--- src/rtl/bsr_pkg.sv ---
// Shared constants and types for the bar strength mean-reversion signal.
// No dependencies; the other source files but the macro header refer to it by scoped names.
`timescale 1ns / 1ps

package bsr_pkg;

	localparam int PRICE_W    = 32;
	localparam int TIME_W     = 32;
	localparam int LEVEL_W    = 16;
	localparam int COST_W     = 16;
	localparam int TREND_W    = 9;
	localparam int SHORT_W    = 5;
	localparam int HOLD_W     = 8;
	localparam int PROFIT_W   = 33;
	localparam int HIST_DEPTH = 256;
	localparam int HIST_AW    = $clog2(HIST_DEPTH);
	localparam int SHORT_MAX  = 16;
	localparam int SHORT_AW   = $clog2(SHORT_MAX);
	localparam int TREND_MIN  = 16;
	localparam int TSUM_W     = 40;
	localparam int SSUM_W     = 36;
	localparam int CFG_IDX_W  = 3;
	localparam int CFG_DATA_W = 16;

	// Register indexes on the configuration port
	localparam logic [CFG_IDX_W-1:0] REG_COST      = 3'd0;
	localparam logic [CFG_IDX_W-1:0] REG_IN_LEVEL  = 3'd1;
	localparam logic [CFG_IDX_W-1:0] REG_OUT_LEVEL = 3'd2;
	localparam logic [CFG_IDX_W-1:0] REG_TREND_LEN = 3'd3;
	localparam logic [CFG_IDX_W-1:0] REG_SHORT_LEN = 3'd4;
	localparam logic [CFG_IDX_W-1:0] REG_MAX_HOLD  = 3'd5;

	// Reset values
	localparam logic [COST_W-1:0]  COST_RST      = 16'd1024;
	localparam logic [LEVEL_W-1:0] IN_LEVEL_RST  = 16'd13107;
	localparam logic [LEVEL_W-1:0] OUT_LEVEL_RST = 16'd45875;
	localparam logic [TREND_W-1:0] TREND_RST     = 9'd200;
	localparam logic [SHORT_W-1:0] SHORT_RST     = 5'd5;
	localparam logic [HOLD_W-1:0]  HOLD_RST      = 8'd10;

	localparam logic [TREND_W-1:0] TREND_LO = TREND_W'(TREND_MIN);
	localparam logic [TREND_W-1:0] TREND_HI = TREND_W'(HIST_DEPTH);
	localparam logic [SHORT_W-1:0] SHORT_LO = 5'd1;
	localparam logic [SHORT_W-1:0] SHORT_HI = SHORT_W'(SHORT_MAX);

	// Strength of a bar with no range: one half in Q0.16
	localparam logic [LEVEL_W-1:0] HALF_LEVEL = 16'd32768;

	// Most negative reportable profit, -2^32
	localparam logic [PROFIT_W-1:0] PROFIT_MIN = {1'b1, {(PROFIT_W-1){1'b0}}};

	typedef struct packed {
		logic [COST_W-1:0]  cost;
		logic [LEVEL_W-1:0] in_level;
		logic [LEVEL_W-1:0] out_level;
		logic [TREND_W-1:0] trend_len;
		logic [SHORT_W-1:0] short_len;
		logic [HOLD_W-1:0]  max_hold;
	} cfg_t;

	typedef struct packed {
		logic str_above;
		logic str_below;
		logic above_short;
		logic above_trend;
	} eval_t;

endpackage

--- src/rtl/bsr_eval.sv ---
// Exact cross-multiplied comparisons of bar strength and of the close
// against both moving averages. Depends on bsr_pkg.
`timescale 1ns / 1ps

module bsr_eval (
	input  logic [bsr_pkg::PRICE_W-1:0]  high_price,
	input  logic [bsr_pkg::PRICE_W-1:0]  low_price,
	input  logic [bsr_pkg::PRICE_W-1:0]  close_price,
	input  logic [bsr_pkg::TSUM_W-1:0]   trend_sum,
	input  logic [bsr_pkg::SSUM_W-1:0]   short_sum,
	input  bsr_pkg::cfg_t                cfg,
	output bsr_pkg::eval_t               res
);

	localparam int PROD_W  = bsr_pkg::PRICE_W + bsr_pkg::LEVEL_W;
	localparam int TPROD_W = bsr_pkg::PRICE_W + bsr_pkg::TREND_W;
	localparam int SPROD_W = bsr_pkg::PRICE_W + bsr_pkg::SHORT_W;

	logic                          has_range;
	logic                          close_low;
	logic [bsr_pkg::PRICE_W-1:0]   cl;
	logic [bsr_pkg::PRICE_W-1:0]   hl;
	logic [PROD_W-1:0]             cl_scaled;
	logic [PROD_W-1:0]             out_prod;
	logic [PROD_W-1:0]             in_prod;
	logic [TPROD_W-1:0]            trend_prod;
	logic [SPROD_W-1:0]            short_prod;

	assign has_range = high_price > low_price;
	assign close_low = close_price < low_price;
	assign cl        = close_price - low_price;
	assign hl        = high_price - low_price;
	assign cl_scaled = {cl, {bsr_pkg::LEVEL_W{1'b0}}};
	assign out_prod  = PROD_W'(cfg.out_level) * PROD_W'(hl);
	assign in_prod   = PROD_W'(cfg.in_level) * PROD_W'(hl);
	assign trend_prod = TPROD_W'(close_price) * TPROD_W'(cfg.trend_len);
	assign short_prod = SPROD_W'(close_price) * SPROD_W'(cfg.short_len);

	always_comb begin
		if (!has_range) begin
			res.str_above = bsr_pkg::HALF_LEVEL > cfg.out_level;
			res.str_below = bsr_pkg::HALF_LEVEL < cfg.in_level;
		end else if (close_low) begin
			// negative strength
			res.str_above = 1'b0;
			res.str_below = 1'b1;
		end else begin
			res.str_above = cl_scaled > out_prod;
			res.str_below = cl_scaled < in_prod;
		end
		res.above_trend = trend_prod > TPROD_W'(trend_sum);
		res.above_short = short_prod > SPROD_W'(short_sum);
	end

endmodule

--- config.mk ---
export PLATFORM = sky130hd
export DESIGN_NAME = bsr_eval
export DESIGN_NICKNAME = d
export VERILOG_FILES = /design/src/rtl/bsr_pkg.sv /design/src/rtl/bsr_eval.sv
export SDC_FILE = /design/constraint.sdc
export NUM_CORES = 2
export LEC_CHECK = 0
export BUFFER_PORTS_ARGS = -buffer_cell sky130_fd_sc_hd__buf_2
export CAP_MARGIN = 10
export CORE_MARGIN = 2
export CORE_UTILIZATION = 56
export DETAILED_ROUTE_END_ITERATION = 10
export PLACE_DENSITY = 0.77
export SYNTH_ARGS = -nofsm -noshare
export SYNTH_HDL_FRONTEND = slang
export SYNTH_SLANG_ARGS = --single-unit
--- constraint.sdc ---
create_clock -name vclk -period 14.2
set_clock_uncertainty 0.2 [all_clocks]
set_input_delay 2.13 -clock vclk [all_inputs]
set_output_delay 2.13 -clock vclk [all_outputs]
set_load 0.005 [all_outputs]
==> results.md <==
* HPWL after detailed placement at approximately 120,000 um
* Final worst path period need at 14.81 ns
* Die ar. at 95,200 um^2
* Count leader, synth: inv_1
* Die width at 309 um
* Synthesized area at 51,900 um^2
* Syn_nets at ~8,100
* Outcome: complete, but fails checks
* DRT antenna net count at 0
* Relative slew margins at 18.3%
* Antenna violations before repair at 12
* HP Class: in -> out
* CLK BUF at 0
* CP max FO at 14
* Final setup violation count at 2
* Gpl congestion at roughly 0.94
* Vert. Die Dim at a little over 300 um
* Routed vias/inst at 5.61
* YS warnings at 0
* Area occupied by registers at 0 um^2
* Initial Util at around 57%
* GRT overflow at 0
* Drt initial violations at 3,276
* Fmax at ~68 MHz
* Core area at 91,800 um^2
* Crit path max-delay cell type: fa_1
* Share of cells above drive strength 1 at 14.2%
* Unrepaired setup endpoints after global routing: yes
* I/O Buffers at 222
* Leading area contributor after synthesis: fa_1
* Setup_tns at -1.17 ns
* Slew Viols, Final at 0
* WL/cell at roughly 18 um
* Layout area overhead at 13.9%
* Final net count at roughly 8,600
* Hold path startpoint: trend_sum[39]
* Worst Setup Start Kind: input pin
* Mean Syn Cell Area at 8.35 um^2
* Area after DPL at 57,900 um^2
* # IOs at 246
* Max-cap check violation count at 0
* Hold_ws at approximately 4.7 ns
* Total wire length at approximately 150,000 um
* Register area share after synthesis at 0%
* Filler Cells Inserted at 7,472
* WS Path Type: in -> out
* Top cells by area, synth: fa_1 44%, ha_1 13%, inv_1 9.5%
* Violated checks: setup timing
* Top post-synthesis cells by count: 1,317 x inv_1, 1,139 x fa_1, 975 x nand2_1, 550 x ha_1, 534 x and2_1
* CP startpoint: low_price[1]
* Pre-antenna DRT Iters at 6
* Worst-margin pin slew at 1.22 ns
* Largest net degree at the start of global routing at 34
* Post-synth cell types at 81
* Period utilisation layout at 104%
* Critical Path AT at 12.48 ns
* # rows at 111
* Place WS at -1.23 ns
* Final hold violations at 0
* CP endpoint kind: output pin
* Yosys top cell area share at 43.9%
* All-Layer GR Usage at between 30% and 40%
* First-pass GRT wire length at roughly 240,000 um
* Most common cell on crit path: fa_1
* Via count at 44,563
* Worst Path Required at approximately 12 ns
* Drt drc at 0
* Final Cell Area at roughly 60,000 um^2
* CP max stage delay at 0.55 ns
* Vias in the first global route at 47,666
* Syn Inst Count at around 6,200
* Seq cells at 0
* Slack of the critical path at -0.607 ns
## kinds of logic after synthesis
logic type / Yosys count / share of synthesized area (%)
AND/OR/NAND/NOR: 1990 / 18.7
adder cells (fa/ha/maj): 1689 / 57.2
buffers and inverters: 1607 / 11.6
AO/OA/AOI/OAI: 737 / 9.26
XOR/XNOR: 191 / 3.22
multiplexers: 4 / 0.0795
## metal layers
layer	part of all wire (%)	vias to the layer above	track usage, %
li1	-	19937	-
met3	7.6	439	4.42
met1	38	22379	39.4
met4	5.4	2	14.5
met2	49	1806	53.4
met5	0.0048	-	0
## path summary, 6_finish.rpt
kind,depth (start not counted),end,slack (ns)
min,6,res[0],4.66
max,52,res[3],-0.61
## worst max-delay path: cells and delay by family
family / cells / cell delay [ns]
buffers and inverters: 13 / 1.54
adder cells (fa/ha/maj): 9 / 3.78
XOR/XNOR: 1 / 0.19
multiplexers: 1 / 0.16
AO/OA/AOI/OAI: 15 / 2.82
AND/OR/NAND/NOR: 13 / 1.81
## final cells by class
cell class	instances	area, um^2	area share, %
antenna	11	27.5	0.0465
timing repair buffer	764	5760	9.74
tap	1243	1560	2.63
multi-input combinational	4611	46900	79.2
inverter	1317	4950	8.37
## through the flow
stage,std cells,utilization [%]
2_1_floorplan,6218,-
4_1_cts,7917,63.8
3_3_place_gp,7903,63.1
6_report,7946,64.5
5_1_grt,7945,64.4
3_5_place_dp,7903,63.1
## repair_timing
| action | CTS | global route |
|---|---|---|
| gates cloned | 0 | 2 |
| hold buffers | 0 | 0 |
| gates resized for setup | 129 | 72 |
| pin swaps | 114 | 79 |
| setup endpoints to repair | 2 | 2 |
| setup buffers | 16 | 16 |
## layout by cell type (no fill, tap or decap), types with 10 or more instances in the layout
master	n
inv_1	1302
fa_1	1123
nand2_1	969
ha_1	534
and2_1	530
buf_4	488
buf_2	218
a21oi_1	203
a21o_1	157
xnor2_1	112
nor2_1	93
o21ai_0	89
nor2b_1	83
nand3_1	69
xor2_1	57
nand2b_1	52
nand4_1	48
and3_1	37
buf_12	34
nor3_1	31
o21ai_1	28
a21oi_2	25
o21a_1	24
o21bai_1	19
a31oi_1	19
a211oi_1	18
buf_6	18
fa_2	16
o211ai_1	15
ha_4	14
inv_2	13
diode_2	11
nor4_1	11
or3_1	10
Power is not shown: default switching activity piles up to over one toggle a cycle in this logic, so the estimate is an artifact.
