## config.mk

```make
export PLATFORM = sky130hd
export DESIGN_NAME = bsr_cfg
export DESIGN_NICKNAME = d
export VERILOG_FILES = /design/src/rtl/bsr_pkg.sv /design/src/rtl/bsr_cfg.sv
export SDC_FILE = /design/constraint.sdc
export NUM_CORES = 1
export LEC_CHECK = 0
export ABC_AREA = 0
export BUFFER_PORTS_ARGS = -buffer_cell sky130_fd_sc_hd__buf_4
export CORE_MARGIN = 1
export CORE_UTILIZATION = 42
export DETAILED_ROUTE_END_ITERATION = 7
export PLACE_DENSITY = 0.65
export SETUP_SLACK_MARGIN = 0.1
export SYNTH_ARGS = -nofsm -noshare
export SYNTH_HDL_FRONTEND = slang
export SYNTH_SLANG_ARGS = --single-unit
```

## constraint.sdc

```tcl
create_clock -name clk -period 1.3 [get_ports clk]
set_clock_uncertainty 0.05 [all_clocks]
set_input_delay 0.195 -clock clk [delete_from_list [all_inputs] [get_ports clk]]
set_output_delay 0.195 -clock clk [all_outputs]
set_load 0.005 [all_outputs]
```

## src/rtl/bsr_pkg.sv

```systemverilog
// Shared constants and types for the bar strength mean-reversion signal.
// No dependencies; the other source files but the macro header refer to it by scoped names.
`timescale 1ns / 1ps

package bsr_pkg;

	localparam int PRICE_W    = 32;
	localparam int TIME_W     = 32;
	localparam int LEVEL_W    = 16;
	localparam int COST_W     = 16;
	localparam int TREND_W    = 9;
	localparam int SHORT_W    = 5;
	localparam int HOLD_W     = 8;
	localparam int PROFIT_W   = 33;
	localparam int HIST_DEPTH = 256;
	localparam int HIST_AW    = $clog2(HIST_DEPTH);
	localparam int SHORT_MAX  = 16;
	localparam int SHORT_AW   = $clog2(SHORT_MAX);
	localparam int TREND_MIN  = 16;
	localparam int TSUM_W     = 40;
	localparam int SSUM_W     = 36;
	localparam int CFG_IDX_W  = 3;
	localparam int CFG_DATA_W = 16;

	// Register indexes on the configuration port
	localparam logic [CFG_IDX_W-1:0] REG_COST      = 3'd0;
	localparam logic [CFG_IDX_W-1:0] REG_IN_LEVEL  = 3'd1;
	localparam logic [CFG_IDX_W-1:0] REG_OUT_LEVEL = 3'd2;
	localparam logic [CFG_IDX_W-1:0] REG_TREND_LEN = 3'd3;
	localparam logic [CFG_IDX_W-1:0] REG_SHORT_LEN = 3'd4;
	localparam logic [CFG_IDX_W-1:0] REG_MAX_HOLD  = 3'd5;

	// Reset values
	localparam logic [COST_W-1:0]  COST_RST      = 16'd1024;
	localparam logic [LEVEL_W-1:0] IN_LEVEL_RST  = 16'd13107;
	localparam logic [LEVEL_W-1:0] OUT_LEVEL_RST = 16'd45875;
	localparam logic [TREND_W-1:0] TREND_RST     = 9'd200;
	localparam logic [SHORT_W-1:0] SHORT_RST     = 5'd5;
	localparam logic [HOLD_W-1:0]  HOLD_RST      = 8'd10;

	localparam logic [TREND_W-1:0] TREND_LO = TREND_W'(TREND_MIN);
	localparam logic [TREND_W-1:0] TREND_HI = TREND_W'(HIST_DEPTH);
	localparam logic [SHORT_W-1:0] SHORT_LO = 5'd1;
	localparam logic [SHORT_W-1:0] SHORT_HI = SHORT_W'(SHORT_MAX);

	// Strength of a bar with no range: one half in Q0.16
	localparam logic [LEVEL_W-1:0] HALF_LEVEL = 16'd32768;

	// Most negative reportable profit, -2^32
	localparam logic [PROFIT_W-1:0] PROFIT_MIN = {1'b1, {(PROFIT_W-1){1'b0}}};

	typedef struct packed {
		logic [COST_W-1:0]  cost;
		logic [LEVEL_W-1:0] in_level;
		logic [LEVEL_W-1:0] out_level;
		logic [TREND_W-1:0] trend_len;
		logic [SHORT_W-1:0] short_len;
		logic [HOLD_W-1:0]  max_hold;
	} cfg_t;

	typedef struct packed {
		logic str_above;
		logic str_below;
		logic above_short;
		logic above_trend;
	} eval_t;

endpackage

```

## src/rtl/bsr_cfg.sv

```systemverilog
// Configuration registers with window saturation on write.
// Depends on bsr_pkg; flags a warm-up restart on a window write.
`timescale 1ns / 1ps

module bsr_cfg (
	input  logic                               clk,
	input  logic                               arst_n,
	input  logic                               cfg_valid,
	output logic                               cfg_ready,
	input  logic [bsr_pkg::CFG_IDX_W-1:0]      cfg_index,
	input  logic [bsr_pkg::CFG_DATA_W-1:0]     cfg_data,
	output bsr_pkg::cfg_t                      cfg,
	output logic                               restart
);

	bsr_pkg::cfg_t                 cfg_q;
	logic [bsr_pkg::TREND_W-1:0]   trend_raw;
	logic [bsr_pkg::SHORT_W-1:0]   short_raw;
	logic [bsr_pkg::TREND_W-1:0]   trend_sat;
	logic [bsr_pkg::SHORT_W-1:0]   short_sat;
	logic                          wr;

	assign cfg_ready = 1'b1;
	assign wr        = cfg_valid && cfg_ready;
	assign trend_raw = cfg_data[bsr_pkg::TREND_W-1:0];
	assign short_raw = cfg_data[bsr_pkg::SHORT_W-1:0];

	// Clamp the windows into their legal ranges
	always_comb begin
		if (trend_raw < bsr_pkg::TREND_LO) begin
			trend_sat = bsr_pkg::TREND_LO;
		end else if (trend_raw > bsr_pkg::TREND_HI) begin
			trend_sat = bsr_pkg::TREND_HI;
		end else begin
			trend_sat = trend_raw;
		end
		if (short_raw < bsr_pkg::SHORT_LO) begin
			short_sat = bsr_pkg::SHORT_LO;
		end else if (short_raw > bsr_pkg::SHORT_HI) begin
			short_sat = bsr_pkg::SHORT_HI;
		end else begin
			short_sat = short_raw;
		end
	end

	assign restart = wr && (cfg_index == bsr_pkg::REG_TREND_LEN ||
		cfg_index == bsr_pkg::REG_SHORT_LEN);

	always_ff @(posedge clk or negedge arst_n) begin
		if (!arst_n) begin
			cfg_q.cost      <= bsr_pkg::COST_RST;
			cfg_q.in_level  <= bsr_pkg::IN_LEVEL_RST;
			cfg_q.out_level <= bsr_pkg::OUT_LEVEL_RST;
			cfg_q.trend_len <= bsr_pkg::TREND_RST;
			cfg_q.short_len <= bsr_pkg::SHORT_RST;
			cfg_q.max_hold  <= bsr_pkg::HOLD_RST;
		end else if (wr) begin
			case (cfg_index)
				bsr_pkg::REG_COST:      cfg_q.cost      <= cfg_data[bsr_pkg::COST_W-1:0];
				bsr_pkg::REG_IN_LEVEL:  cfg_q.in_level  <= cfg_data[bsr_pkg::LEVEL_W-1:0];
				bsr_pkg::REG_OUT_LEVEL: cfg_q.out_level <= cfg_data[bsr_pkg::LEVEL_W-1:0];
				bsr_pkg::REG_TREND_LEN: cfg_q.trend_len <= trend_sat;
				bsr_pkg::REG_SHORT_LEN: cfg_q.short_len <= short_sat;
				bsr_pkg::REG_MAX_HOLD:  cfg_q.max_hold  <= cfg_data[bsr_pkg::HOLD_W-1:0];
				default: begin
				end
			endcase
		end
	end

	assign cfg = cfg_q;

endmodule

```

==> metrics.txt <==
Total GRT Usage=0.189; share of cells above drive strength 1=0.695; Max Fclk=812 MHz; synth unique cells=22; Lkg Pwr=between 1.5 and 2 nW; crit path time final=between 1 and 1.5 ns; CP endpoint kind=output pin; Slew Viols, Final=0; # IOs=94; crit-path max cell delay=0.55 ns; placer congestion estimate=roughly 0.74; Tcrit/Tclk final=0.947; Pre-Repair DR Iteration Count=4; HP Class=in -> reg; hold violation count in the final report=0; die span in y=about 84 um; PwrDens=1570 nW/um^2; starting density of the core=0.439; Setup crit start kind=flop; die area=between 7000 and 8000 sq um; Clk Latency, worst-skew pair=roughly 0.33 ns; Buf/Inv on CP=1; ANT cells=0; largest net degree at the start of global routing=71; maximum VDD drop=1.17 mV; cell family with most CP delay=flip-flops; Rows=29; clock root cell=clkbuf_8; CTS tree=built; wire length per cell=between 15 and 20 um; Syn Area/Cell=14.8 sq um; vias in the first global route=a little under 2000; Syn Nets=around 210; number of DRC markers in iteration 0=between 70 and 80; overall power=about 6.4 mW; sequential area share after synthesis=0.636; GRT overflow=0; Cell Chain, Critical Path=buf_6; vias=approximately 1900; initial antenna violation count=0; die width=83.7 um; Inserted Clock Buffers=9; synthesis warning total=0; Largest register FFs=70; Post-DP HPWL=~4300 um; Via density=between 4 and 5; setup TNS=0 ns; CP Max Fanout=2; Routed WL=around 6200 um; Final Core Density=0.642; CORE AREA=6390 sq um; # nets final=~330; clock-pin slew of the registers on the worst-case setup and hold paths=~0.080 ns; first-pass GRT wire length=just over 10000 um; Setup Slack @ Placement=-0.0838 ns; Max Cap Viol=0; WP data arrival=around 1 ns; area growth from synthesis to layout=46.1%; IO buf count=around 90; post-route ant nets=0; CTS H-tree depth=3; status=complete, no violations; clock buffer depth=2; Sink Count=70; final setup violation count=0; Setup WS post-layout=0.0689 ns; Cells after Synth=approximately 190; critical path class=reg -> out; DR DRC count=0; synthesized flop and latch total=70; Critical-path top delay cell=dfstp_2; Critical Path RT=1.05 ns; Mapped Area=approximately 2800 sq um; RSZ-0062 raised after global routing=true
[report_power, final]
part / internal [mW] / switching, mW
Sequential: 2.75 / 0.287
Clock: 0.931 / 0.810
Combinational: 1.14 / 0.507
Total: 4.83 / 1.60
[cells in the mapped netlist]
cell type  instances  area, sq um
and4b_1            1         10.0
and4bb_2           1         12.5
buf_2              1         5.00
buf_4              2         15.0
buf_6              5         56.3
clkbuf_1           2         7.51
conb_1             1         3.75
dfrtp_1           45         1130
dfstp_2           25          657
inv_1              1         3.75
mux2_2            57          642
nand2_1           22         82.6
nand2b_1           3         18.8
nand4b_1           2         17.5
nand4bb_1          1         11.3
nor2_1             1         3.75
nor3_1             2         10.0
nor3_4             1         16.3
nor4b_4            1         23.8
o21ai_0           13         65.1
o31ai_1            1         7.51
o41ai_1            1         8.76
[final timing paths]
check	startpoint	slack (ns)	endpoint	cells past startpoint
max	cfg[35]	0.07	cfg[35]	1
min	cfg_data[11]	0.05	cfg[33]	2
max reg2reg	cfg[30]	0.41	cfg[30]	2
min reg2reg	cfg[14]	0.43	cfg[14]	2
max in group asynchronous	arst_n	0.49	cfg[16]	3
min in group asynchronous	arst_n	0.36	cfg[55]	3
[cell type report]
class | count | area (sq um)
Clock buffer | 10 | 138
Tap cell | 77 | 96.3
Sequential cell | 70 | 1780
Multi-Input combinational cell | 108 | 1020
Clock inverter | 6 | 61.3
Inverter | 1 | 3.75
Timing Repair Buffer | 113 | 995
Fill cell | 524 | 2290
[through the flow]
stage                     instance area, sq um  cells  hold WS (ns)
after detailed placement                  3740    362         0.183
after global placement                    3740    362         0.181
after CTS                                 4090    384        0.0398
final                                     4100    385        0.0505
after floorplan                           2900    189        -0.151
after global routing                      4100    385        0.0404
[what timing repair did]
action                                  4_1_cts  5_1_grt
buffers inserted                              5        1
pin swaps                                     0        0
hold endpoints to repair                     45        0
hold buffers                                  1        0
endpoints found under the setup margin       26       26
gates resized for setup                      25        1
[layer usage]
layer / GRT usage / vias up / routed length (um)
met5: 0 / - / 0
met4: 0.0894 / 0 / 147
met3: 0.0406 / 12 / 230
met2: 0.288 / 48 / 3000
met1: 0.260 / 934 / 2830
li1: - / 884 / -
[cell usage in the layout, fill, tap and decap left out, drive strengths merged]
cell / Yosys / routed
nand4b: 2 / 2
buf: 8 / 112
o41ai: 1 / 1
o31ai: 1 / 1
and4bb: 1 / 1
mux2: 57 / 57
dfstp: 25 / 25
nor3: 3 / 3
dlygate4sd3: 0 / 1
o21ai: 13 / 13
clkinv: 0 / 4
inv: 1 / 1
nor4b: 1 / 1
clkbuf: 2 / 10
conb: 1 / 1
bufinv: 0 / 1
and4b: 1 / 1
nand2b: 3 / 3
nand4bb: 1 / 1
clkinvlp: 0 / 1
nand2: 22 / 22
nor2: 1 / 1
dfrtp: 45 / 45
[kinds of logic after synthesis]
group / count (synthesis) / synth area share
AO/OA/AOI/OAI: 15 / 0.0290
flip-flops: 70 / 0.636
multiplexers: 57 / 0.229
AND/OR/NAND/NOR: 35 / 0.0736
buffers and inverters: 11 / 0.0312
other: 1 / 0.00134
(Power assumes the default switching activity.)
